File: src/hdl/pat_pkg.sv
// Shared types and constants for the packet acknowledgement tracker.
`timescale 1ns / 1ps
package pat_pkg;

  // Table geometry; SLOTS must stay a power of two (slot = low bits of seq)
  localparam int SLOTS        = 64;
  localparam int HISTORY_BITS = 32;
  localparam int SLOT_W       = $clog2(SLOTS);
  localparam int HIST_W       = (HISTORY_BITS > 1) ? $clog2(HISTORY_BITS) : 1;
  localparam int LIVE_W       = $clog2(SLOTS + 1);
  localparam int STEP_TOTAL   = 1 + HISTORY_BITS + SLOTS;
  localparam int STEP_W       = $clog2(STEP_TOTAL + 1);

  // Operation codes
  localparam logic [1:0] OP_SEND   = 2'd0;
  localparam logic [1:0] OP_ACK    = 2'd1;
  localparam logic [1:0] OP_CLEAR  = 2'd2;
  localparam logic [1:0] OP_UNUSED = 2'd3;

  // Result kinds
  localparam logic [2:0] KIND_STORED    = 3'd0;
  localparam logic [2:0] KIND_REJECTED  = 3'd1;
  localparam logic [2:0] KIND_DELIVERED = 3'd2;
  localparam logic [2:0] KIND_LOST      = 3'd3;
  localparam logic [2:0] KIND_NONE      = 3'd4;
  localparam logic [2:0] KIND_CLEARED   = 3'd5;

  typedef struct packed {
    logic [1:0]  op;
    logic [15:0] seq;
    logic [15:0] frames;
    logic [31:0] payload_bits;
    logic [31:0] history;
  } in_word_t;

  typedef struct packed {
    logic [2:0]        kind;
    logic [15:0]       entry_seq;
    logic [15:0]       entry_frames;
    logic [31:0]       entry_bits;
    logic [LIVE_W-1:0] live_count;
    logic              last;
  } out_word_t;

  typedef struct packed {
    logic [15:0] seq;
    logic [15:0] frames;
    logic [31:0] bits;
  } slot_entry_t;

  typedef struct packed {
    logic              re;
    logic [SLOT_W-1:0] raddr;
    logic              we;
    logic [SLOT_W-1:0] waddr;
    slot_entry_t       wdata;
  } ram_req_t;

endpackage

File: src/hdl/pat_ctrl.sv
// Sequencer: walks acked and scanned slots, live bits, result buffering.
`timescale 1ns / 1ps
module pat_ctrl import pat_pkg::*; (
  input  logic        clk,
  input  logic        rst_n,
  input  logic        in_valid,
  output logic        in_ready,
  input  in_word_t    in_word,
  output logic        out_valid,
  input  logic        out_ready,
  output out_word_t   out_word,
  output ram_req_t    ram_req,
  input  slot_entry_t ram_rdata
);

  typedef enum logic [1:0] {ST_IDLE, ST_RUN, ST_FIN} state_t;
  typedef enum logic [1:0] {SK_SEND, SK_DEL, SK_SCAN} step_kind_t;

  state_t            state_r;
  in_word_t          item_r;
  logic [SLOTS-1:0]  live_r, live_nxt;
  logic [LIVE_W-1:0] count_r, count_nxt;
  logic [15:0]       highest_r;
  logic              any_r;
  logic [STEP_W-1:0] step_r, step_end_r;
  logic              s1_v_r;
  step_kind_t        s1_kind_r;
  logic [15:0]       s1_tgt_r;
  logic [SLOT_W-1:0] s1_slot_r;
  logic              pend_v_r;
  out_word_t         pend_r;
  logic              out_v_r;
  out_word_t         out_r;

  logic              can_out, can_push, adv, iss_ok, s2_go, s2_push, out_load;
  step_kind_t        g_kind;
  logic [15:0]       g_tgt;
  logic [SLOT_W-1:0] g_slot;
  logic              g_v;
  logic [HIST_W-1:0] hidx;
  logic [15:0]       d_scan, d_ack;
  logic              s1_live;
  out_word_t         res;

  assign can_out  = !out_v_r || out_ready;
  assign can_push = !pend_v_r || can_out;
  assign adv      = !s1_v_r || can_push;
  assign iss_ok   = (state_r == ST_RUN) && adv && (step_r != step_end_r);
  assign s2_go    = s1_v_r && can_push;
  assign in_ready = (state_r == ST_IDLE);
  assign hidx     = HIST_W'(step_r - STEP_W'(1));
  assign d_ack    = in_word.seq - highest_r;
  assign out_load = ((state_r == ST_RUN) && s2_push && pend_v_r) ||
                    ((state_r == ST_FIN) && can_out);

  // Pick the slot for the current step
  always_comb begin
    g_kind = SK_SCAN;
    g_tgt  = '0;
    g_slot = '0;
    g_v    = 1'b0;
    if (item_r.op == OP_SEND) begin
      g_kind = SK_SEND;
      g_tgt  = item_r.seq;
      g_slot = item_r.seq[SLOT_W-1:0];
      g_v    = 1'b1;
    end else if (step_r <= STEP_W'(HISTORY_BITS)) begin
      g_kind = SK_DEL;
      g_tgt  = item_r.seq - 16'(step_r);
      g_slot = g_tgt[SLOT_W-1:0];
      g_v    = ((step_r == '0) || item_r.history[hidx]) && live_r[g_slot];
    end else begin
      g_kind = SK_SCAN;
      g_slot = SLOT_W'(step_r - STEP_W'(HISTORY_BITS + 1));
      g_v    = live_r[g_slot];
    end
  end

  // Compare the read entry and decide the result
  assign s1_live = live_r[s1_slot_r];
  assign d_scan  = highest_r - ram_rdata.seq;

  always_comb begin
    live_nxt      = live_r;
    count_nxt     = count_r;
    s2_push       = 1'b0;
    res           = '0;
    ram_req.re    = iss_ok && g_v;
    ram_req.raddr = g_slot;
    ram_req.we    = 1'b0;
    ram_req.waddr = s1_slot_r;
    ram_req.wdata = '{seq: item_r.seq, frames: item_r.frames, bits: item_r.payload_bits};
    if (s2_go) begin
      case (s1_kind_r)
        SK_SEND: begin
          s2_push = 1'b1;
          if (s1_live && (ram_rdata.seq != s1_tgt_r)) begin
            res = '{KIND_REJECTED, item_r.seq, 16'd0, 32'd0, count_r, 1'b0};
          end else begin
            ram_req.we          = 1'b1;
            live_nxt[s1_slot_r] = 1'b1;
            if (!s1_live) begin
              count_nxt = count_r + LIVE_W'(1);
            end
            res = '{KIND_STORED, item_r.seq, item_r.frames, item_r.payload_bits,
                    count_nxt, 1'b0};
          end
        end
        SK_DEL: begin
          if (s1_live && (ram_rdata.seq == s1_tgt_r)) begin
            s2_push             = 1'b1;
            live_nxt[s1_slot_r] = 1'b0;
            count_nxt           = count_r - LIVE_W'(1);
            res = '{KIND_DELIVERED, ram_rdata.seq, ram_rdata.frames, ram_rdata.bits,
                    count_nxt, 1'b0};
          end
        end
        SK_SCAN: begin
          if (s1_live && !d_scan[15] && (d_scan > 16'(HISTORY_BITS))) begin
            s2_push             = 1'b1;
            live_nxt[s1_slot_r] = 1'b0;
            count_nxt           = count_r - LIVE_W'(1);
            res = '{KIND_LOST, ram_rdata.seq, ram_rdata.frames, ram_rdata.bits,
                    count_nxt, 1'b0};
          end
        end
        default: ;
      endcase
    end
    if ((state_r == ST_IDLE) && in_valid && (in_word.op == OP_CLEAR)) begin
      live_nxt  = '0;
      count_nxt = '0;
    end
  end

  // Hold state, advance the walk, buffer one word to flag the final one
  always_ff @(posedge clk) begin
    if (!rst_n) begin
      state_r   <= ST_IDLE;
      live_r    <= '0;
      count_r   <= '0;
      highest_r <= '0;
      any_r     <= 1'b0;
      step_r    <= '0;
      step_end_r <= '0;
      s1_v_r    <= 1'b0;
      pend_v_r  <= 1'b0;
      out_v_r   <= 1'b0;
    end else begin
      live_r  <= live_nxt;
      count_r <= count_nxt;
      if (out_load) begin
        out_v_r <= 1'b1;
      end else if (out_ready) begin
        out_v_r <= 1'b0;
      end
      case (state_r)
        ST_IDLE: begin
          if (in_valid) begin
            item_r <= in_word;
            step_r <= '0;
            case (in_word.op)
              OP_SEND: begin
                step_end_r <= STEP_W'(1);
                state_r    <= ST_RUN;
              end
              OP_ACK: begin
                step_end_r <= STEP_W'(STEP_TOTAL);
                if (!any_r || ((d_ack != 16'd0) && !d_ack[15])) begin
                  highest_r <= in_word.seq;
                  any_r     <= 1'b1;
                end
                state_r <= ST_RUN;
              end
              OP_CLEAR: begin
                highest_r <= '0;
                any_r     <= 1'b0;
                pend_v_r  <= 1'b1;
                pend_r    <= '{KIND_CLEARED, in_word.seq, 16'd0, 32'd0, LIVE_W'(0), 1'b0};
                state_r   <= ST_FIN;
              end
              default: ;
            endcase
          end
        end
        ST_RUN: begin
          if (adv) begin
            s1_v_r    <= iss_ok && g_v;
            s1_kind_r <= g_kind;
            s1_tgt_r  <= g_tgt;
            s1_slot_r <= g_slot;
          end
          if (iss_ok) begin
            step_r <= step_r + STEP_W'(1);
          end
          if (s2_push) begin
            if (pend_v_r) begin
              out_r <= pend_r;
            end
            pend_r   <= res;
            pend_v_r <= 1'b1;
          end
          if ((step_r == step_end_r) && !s1_v_r) begin
            state_r <= ST_FIN;
          end
        end
        ST_FIN: begin
          if (can_out) begin
            if (pend_v_r) begin
              out_r <= '{pend_r.kind, pend_r.entry_seq, pend_r.entry_frames,
                         pend_r.entry_bits, pend_r.live_count, 1'b1};
            end else begin
              out_r <= '{KIND_NONE, item_r.seq, 16'd0, 32'd0, count_r, 1'b1};
            end
            pend_v_r <= 1'b0;
            state_r  <= ST_IDLE;
          end
        end
        default: state_r <= ST_IDLE;
      endcase
    end
  end

  assign out_valid = out_v_r;
  assign out_word  = out_r;

endmodule

File: config.mk
export PLATFORM = sky130hd
export DESIGN_NAME = pat_ctrl
export DESIGN_NICKNAME = d
export VERILOG_FILES = /design/src/hdl/pat_pkg.sv /design/src/hdl/pat_ctrl.sv
export SDC_FILE = /design/constraint.sdc
export NUM_CORES = 1
export LEC_CHECK = 0
export ABC_AREA = 1
export ABC_CLOCK_PERIOD_IN_PS = 14500
export BUFFER_PORTS_ARGS = -buffer_cell sky130_fd_sc_hd__clkbuf_2
export CELL_PAD_IN_SITES_DETAIL_PLACEMENT = 1
export CELL_PAD_IN_SITES_GLOBAL_PLACEMENT = 2
export CORE_UTILIZATION = 38
export CTS_BUF_LIST = sky130_fd_sc_hd__clkbuf_4 sky130_fd_sc_hd__clkbuf_8
export DETAILED_ROUTE_END_ITERATION = 12
export HOLD_SLACK_MARGIN = 0.06
export PLACE_DENSITY_LB_ADDON = 0.1
export SYNTH_ARGS = -nofsm -noshare
export SYNTH_HDL_FRONTEND = slang
export SYNTH_SLANG_ARGS = --single-unit
File: constraint.sdc
create_clock -name clk -period 14.5 [get_ports clk]
set_clock_uncertainty 0.1 [all_clocks]
set_input_delay 2.9 -clock clk [delete_from_list [all_inputs] [get_ports clk]]
set_output_delay 2.9 -clock clk [all_outputs]
set_load 0.02 [all_outputs]
==> results.md <==
- Starting density of the core: roughly 39%
- IO Port Bufs: 320
- WL/cell: about 20 um
- Adder-Cell Fraction of Synth Area: 3.20%
- TritonCTS Sinks: between 300 and 400
- Mapped Area: 0.0202 mm2
- Die Height: roughly 230 um
- Final setup fails: 0
- Total number of vias: approximately 18000
- CP Capture Type: primary output
- Cell variety after synth: 50
- Worst setup SP type: primary input
- RR Startpoint: s1_slot_r[0]
- TritonRoute pass-1 iters: 4
- Sequential power share: between 40% and 50%
- Largest net degree at the start of global routing: 79
- Worst Hold Depth: 2
- Syn nets: 2674
- Initial antenna violation count: 1
- First-pass GRT wire length: between 100000 and 150000 um
- Max Freq: 127 MHz
- CP Data Arrival Time: ~4.9 ns
- Relative slew slack: roughly a fifth
- Pins Over Slew Limit: 0
- VDD IR max: roughly 0.074 mV
- Hold buffers post-CTS: 0
- Worst Setup Path Type: primary input to primary output
- Clk pwr share: roughly 40%
- Worst r2r path cells: 22
- Post-DP Area: between 0.02 and 0.025 mm2
- Nets: between 2000 and 3000
- GPL Wtd Cong: 0.856
- Syn-to-layout area delta: 15.8%
- Status: finished, final reports clean
- Mean Syn Cell Area: about 8.2 um2
- DP HPWL: ~50000 um
- Worst slew pin tran: roughly 1.2 ns
- H-tree depth: 3
- Worst-case clock buffer depth: 3
- Synth Area in XOR/XNOR: about 1.8%
- Fin worst setup slack: around 6.6 ns
- Comb power frac: 14.2%
- Worst min path class: flop to flop
- Clock transition at the registers of the reported paths: approximately 0.05 ns
- Via density: roughly 5.3
- Worst-Skew Late Latency: around 0.66 ns
- Crit path required time: 11.50 ns
- Iteration-0 DRC Markers: between 900 and 1000
- Reg2reg setup slack: between 9 and 10 ns
- Grt ovf: 0
- Final period util: a little over half
- Final Hold Fails: 0
- P_leak: ~10 nW
- Min cycle time layout: around 8 ns
- Overall die width: between 200 and 250 um
- Pwr dens: 116 mW/mm2
- Switching Share: between 20% and 30%
- IO Count: roughly 320
- Total negative setup slack: 0 ns
- Final wirelength: approximately 69000 um
- Pint: around 1.9 mW
- # Post-CTS Setup Buffers: 0
- Sequential area share after synthesis: 50.3%
- Post-route cell area: between 0.02 and 0.025 mm2
- Row count: 84
- Synth async-reset ratio: 0%
- Max Cap Violations: 0
- Warnings from Yosys: 0
- Antenna Violating Nets Remaining: 0
- Syn Inst Count: roughly 2500
- Register area: around 0.010 mm2
- Fillers: roughly 6400
- GR Util All Layers: between 20% and 30%
- Worst-path fanout max: 2
- RSZ-0062 raised after global routing: no
- Area of the multi-input gates: just over 0.008 mm2
- Share of synthesized area spent on multiplexers: less than 1%
- Largest family of logic cells by synthesized area: simple AND/OR/NAND/NOR gates
- Clock buffer count from CTS: a little over 70
- Post-synth EDFFs: 271
- CTS tree: yes
- Ratio of cells with drive above 1 in the final layout: 17.8%
- Simple-Gate Fraction of Synth Area: a little under a quarter
- Sw power: ~0.8 mW
- FF+latch count, synth: ~370
- Most used DFF post-synth: edfxtp_1
- Worst slack, placed: roughly 6.6 ns
- Die ar.: roughly 0.054 mm2
- Root buffer cell: clkbuf_8
- Vias in the first global route: ~19000
- Complex-gate fraction of the synthesized area: a little under an eighth
- Core area: about 0.053 mm2
- CTS-repair resized insts: 0
- DRC: 0
cells in the final DEF, fill, tap and decap left out, drive strengths merged, types with 3 or more instances in the layout:
master / instances
nand2: 610
clkbuf: 430
edfxtp: 271
inv: 254
nand3: 231
nor2: 227
a21oi: 179
o21ai: 176
dfxtp: 102
ha: 47
nand4: 31
xor2: 28
buf: 23
clkinv: 21
o211ai: 16
xnor2: 14
nor3: 14
a22oi: 14
o22ai: 9
nand3b: 7
o21bai: 7
a31oi: 6
o221ai: 6
o311ai: 4
nor4: 4
or2: 4
o21a: 3
fa: 3
metrics by stage:
step | total power, mW | instances | hold WS (ns) | util (%)
CTS | 2.75 | 3448 | 0.365 | 44.6
global route | 2.83 | 3450 | 0.385 | 44.6
detailed placement | 1.63 | 3314 | 0.354 | 41.7
floorplan | 1.49 | 2458 | 0.339 | -
global placement | 1.62 | 3314 | 0.347 | 41.7
finish | 2.71 | 3450 | 0.361 | 44.6
synthesized netlist by cell type (2+ instances only):
library cell	number	area, um2
nor2_2	3	18.8
o22ai_1	9	56.3
nand2_1	606	2270
buf_6	10	113
o21ai_1	18	90.1
a21oi_1	179	896
or2_2	3	18.8
o221ai_1	6	52.6
inv_1	244	916
buf_4	66	495
edfxtp_1	271	8140
nor3_1	14	70.1
dfxtp_1	102	2040
a21boi_0	2	15.0
a21o_1	2	15.0
and2_1	2	12.5
o211ai_1	16	120
nor2_1	223	837
and3_1	2	12.5
xnor2_1	14	123
o21a_1	3	22.5
o311ai_0	4	35.0
buf_2	14	70.1
nand4_1	31	194
a211oi_1	2	15.0
nor4_1	4	25.0
a22oi_1	14	105
mux2i_1	2	20.0
buf_1	9	33.8
o21bai_1	7	52.6
o21ai_0	157	786
nand3b_1	7	52.6
xor2_1	28	245
inv_2	4	15.0
nand2_2	3	18.8
a31oi_1	6	37.5
nand3_1	231	1160
clkbuf_1	76	285
fa_1	3	60.1
ha_1	47	588
clkinv_1	5	18.8
cell families (layout without fill, tap and decap cells):
| kind of cell | after synthesis | after routing |
|---|---|---|
| AND/OR/NAND/NOR | 1134 | 1134 |
| buffers and inverters | 429 | 731 |
| AO/OA/AOI/OAI | 428 | 428 |
| flip-flops | 373 | 373 |
| adder cells (fa/ha/maj) | 50 | 50 |
| XOR/XNOR | 42 | 42 |
| multiplexers | 2 | 2 |
| other | 0 | 2 |
power groups by stage:
| stage | clock (mW) | combinational (mW) | sequential, mW |
|---|---|---|---|
| detailed placement | 0 | 0.385 | 1.25 |
| global route | 1.17 | 0.424 | 1.23 |
| global placement | 0 | 0.375 | 1.25 |
| CTS | 1.14 | 0.387 | 1.23 |
| finish | 1.10 | 0.384 | 1.23 |
| floorplan | 0 | 0.234 | 1.26 |
how the worst max path moves through the flow:
stage	cells past startpoint	startpoint	slack, ns	end
floorplan	14	ram_rdata[48]	5.81	out_word[0]
global placement	8	ram_rdata[62]	6.68	ram_req[70]
finish	8	ram_rdata[62]	6.61	ram_req[70]
CTS	8	ram_rdata[62]	6.62	ram_req[70]
global route	15	step_r[0]	6.28	ram_req[77]
detailed placement	8	ram_rdata[62]	6.63	ram_req[70]
critical path, cell delays in order:
cell      delay, ns
clkbuf_2       0.10
xor2_1         0.16
nor4b_1        0.69
nand3_1        0.28
o21ai_4        0.21
nand4_1        0.25
inv_1          0.13
clkbuf_2       0.17
per-layer routing:
layer  up-vias  global-route usage (%)  routed length [um]
met2       470                    41.7               32800
met4         0                    8.88                1950
met3       111                    5.06                3500
li1       8677                       -                   -
met5         -                       0                   0
met1      8932                    33.0               31100
final cells by class:
type | count | area share (%)
clock inverter | 24 | 0.838
sequential | 373 | 43.5
multi-input combinational | 1656 | 34.8
tap | 688 | 3.67
antenna | 2 | 0.0214
clock buffer | 110 | 5.55
inverter | 254 | 4.09
timing repair buffer | 343 | 7.57
Power figures use the tool's default switching activity.
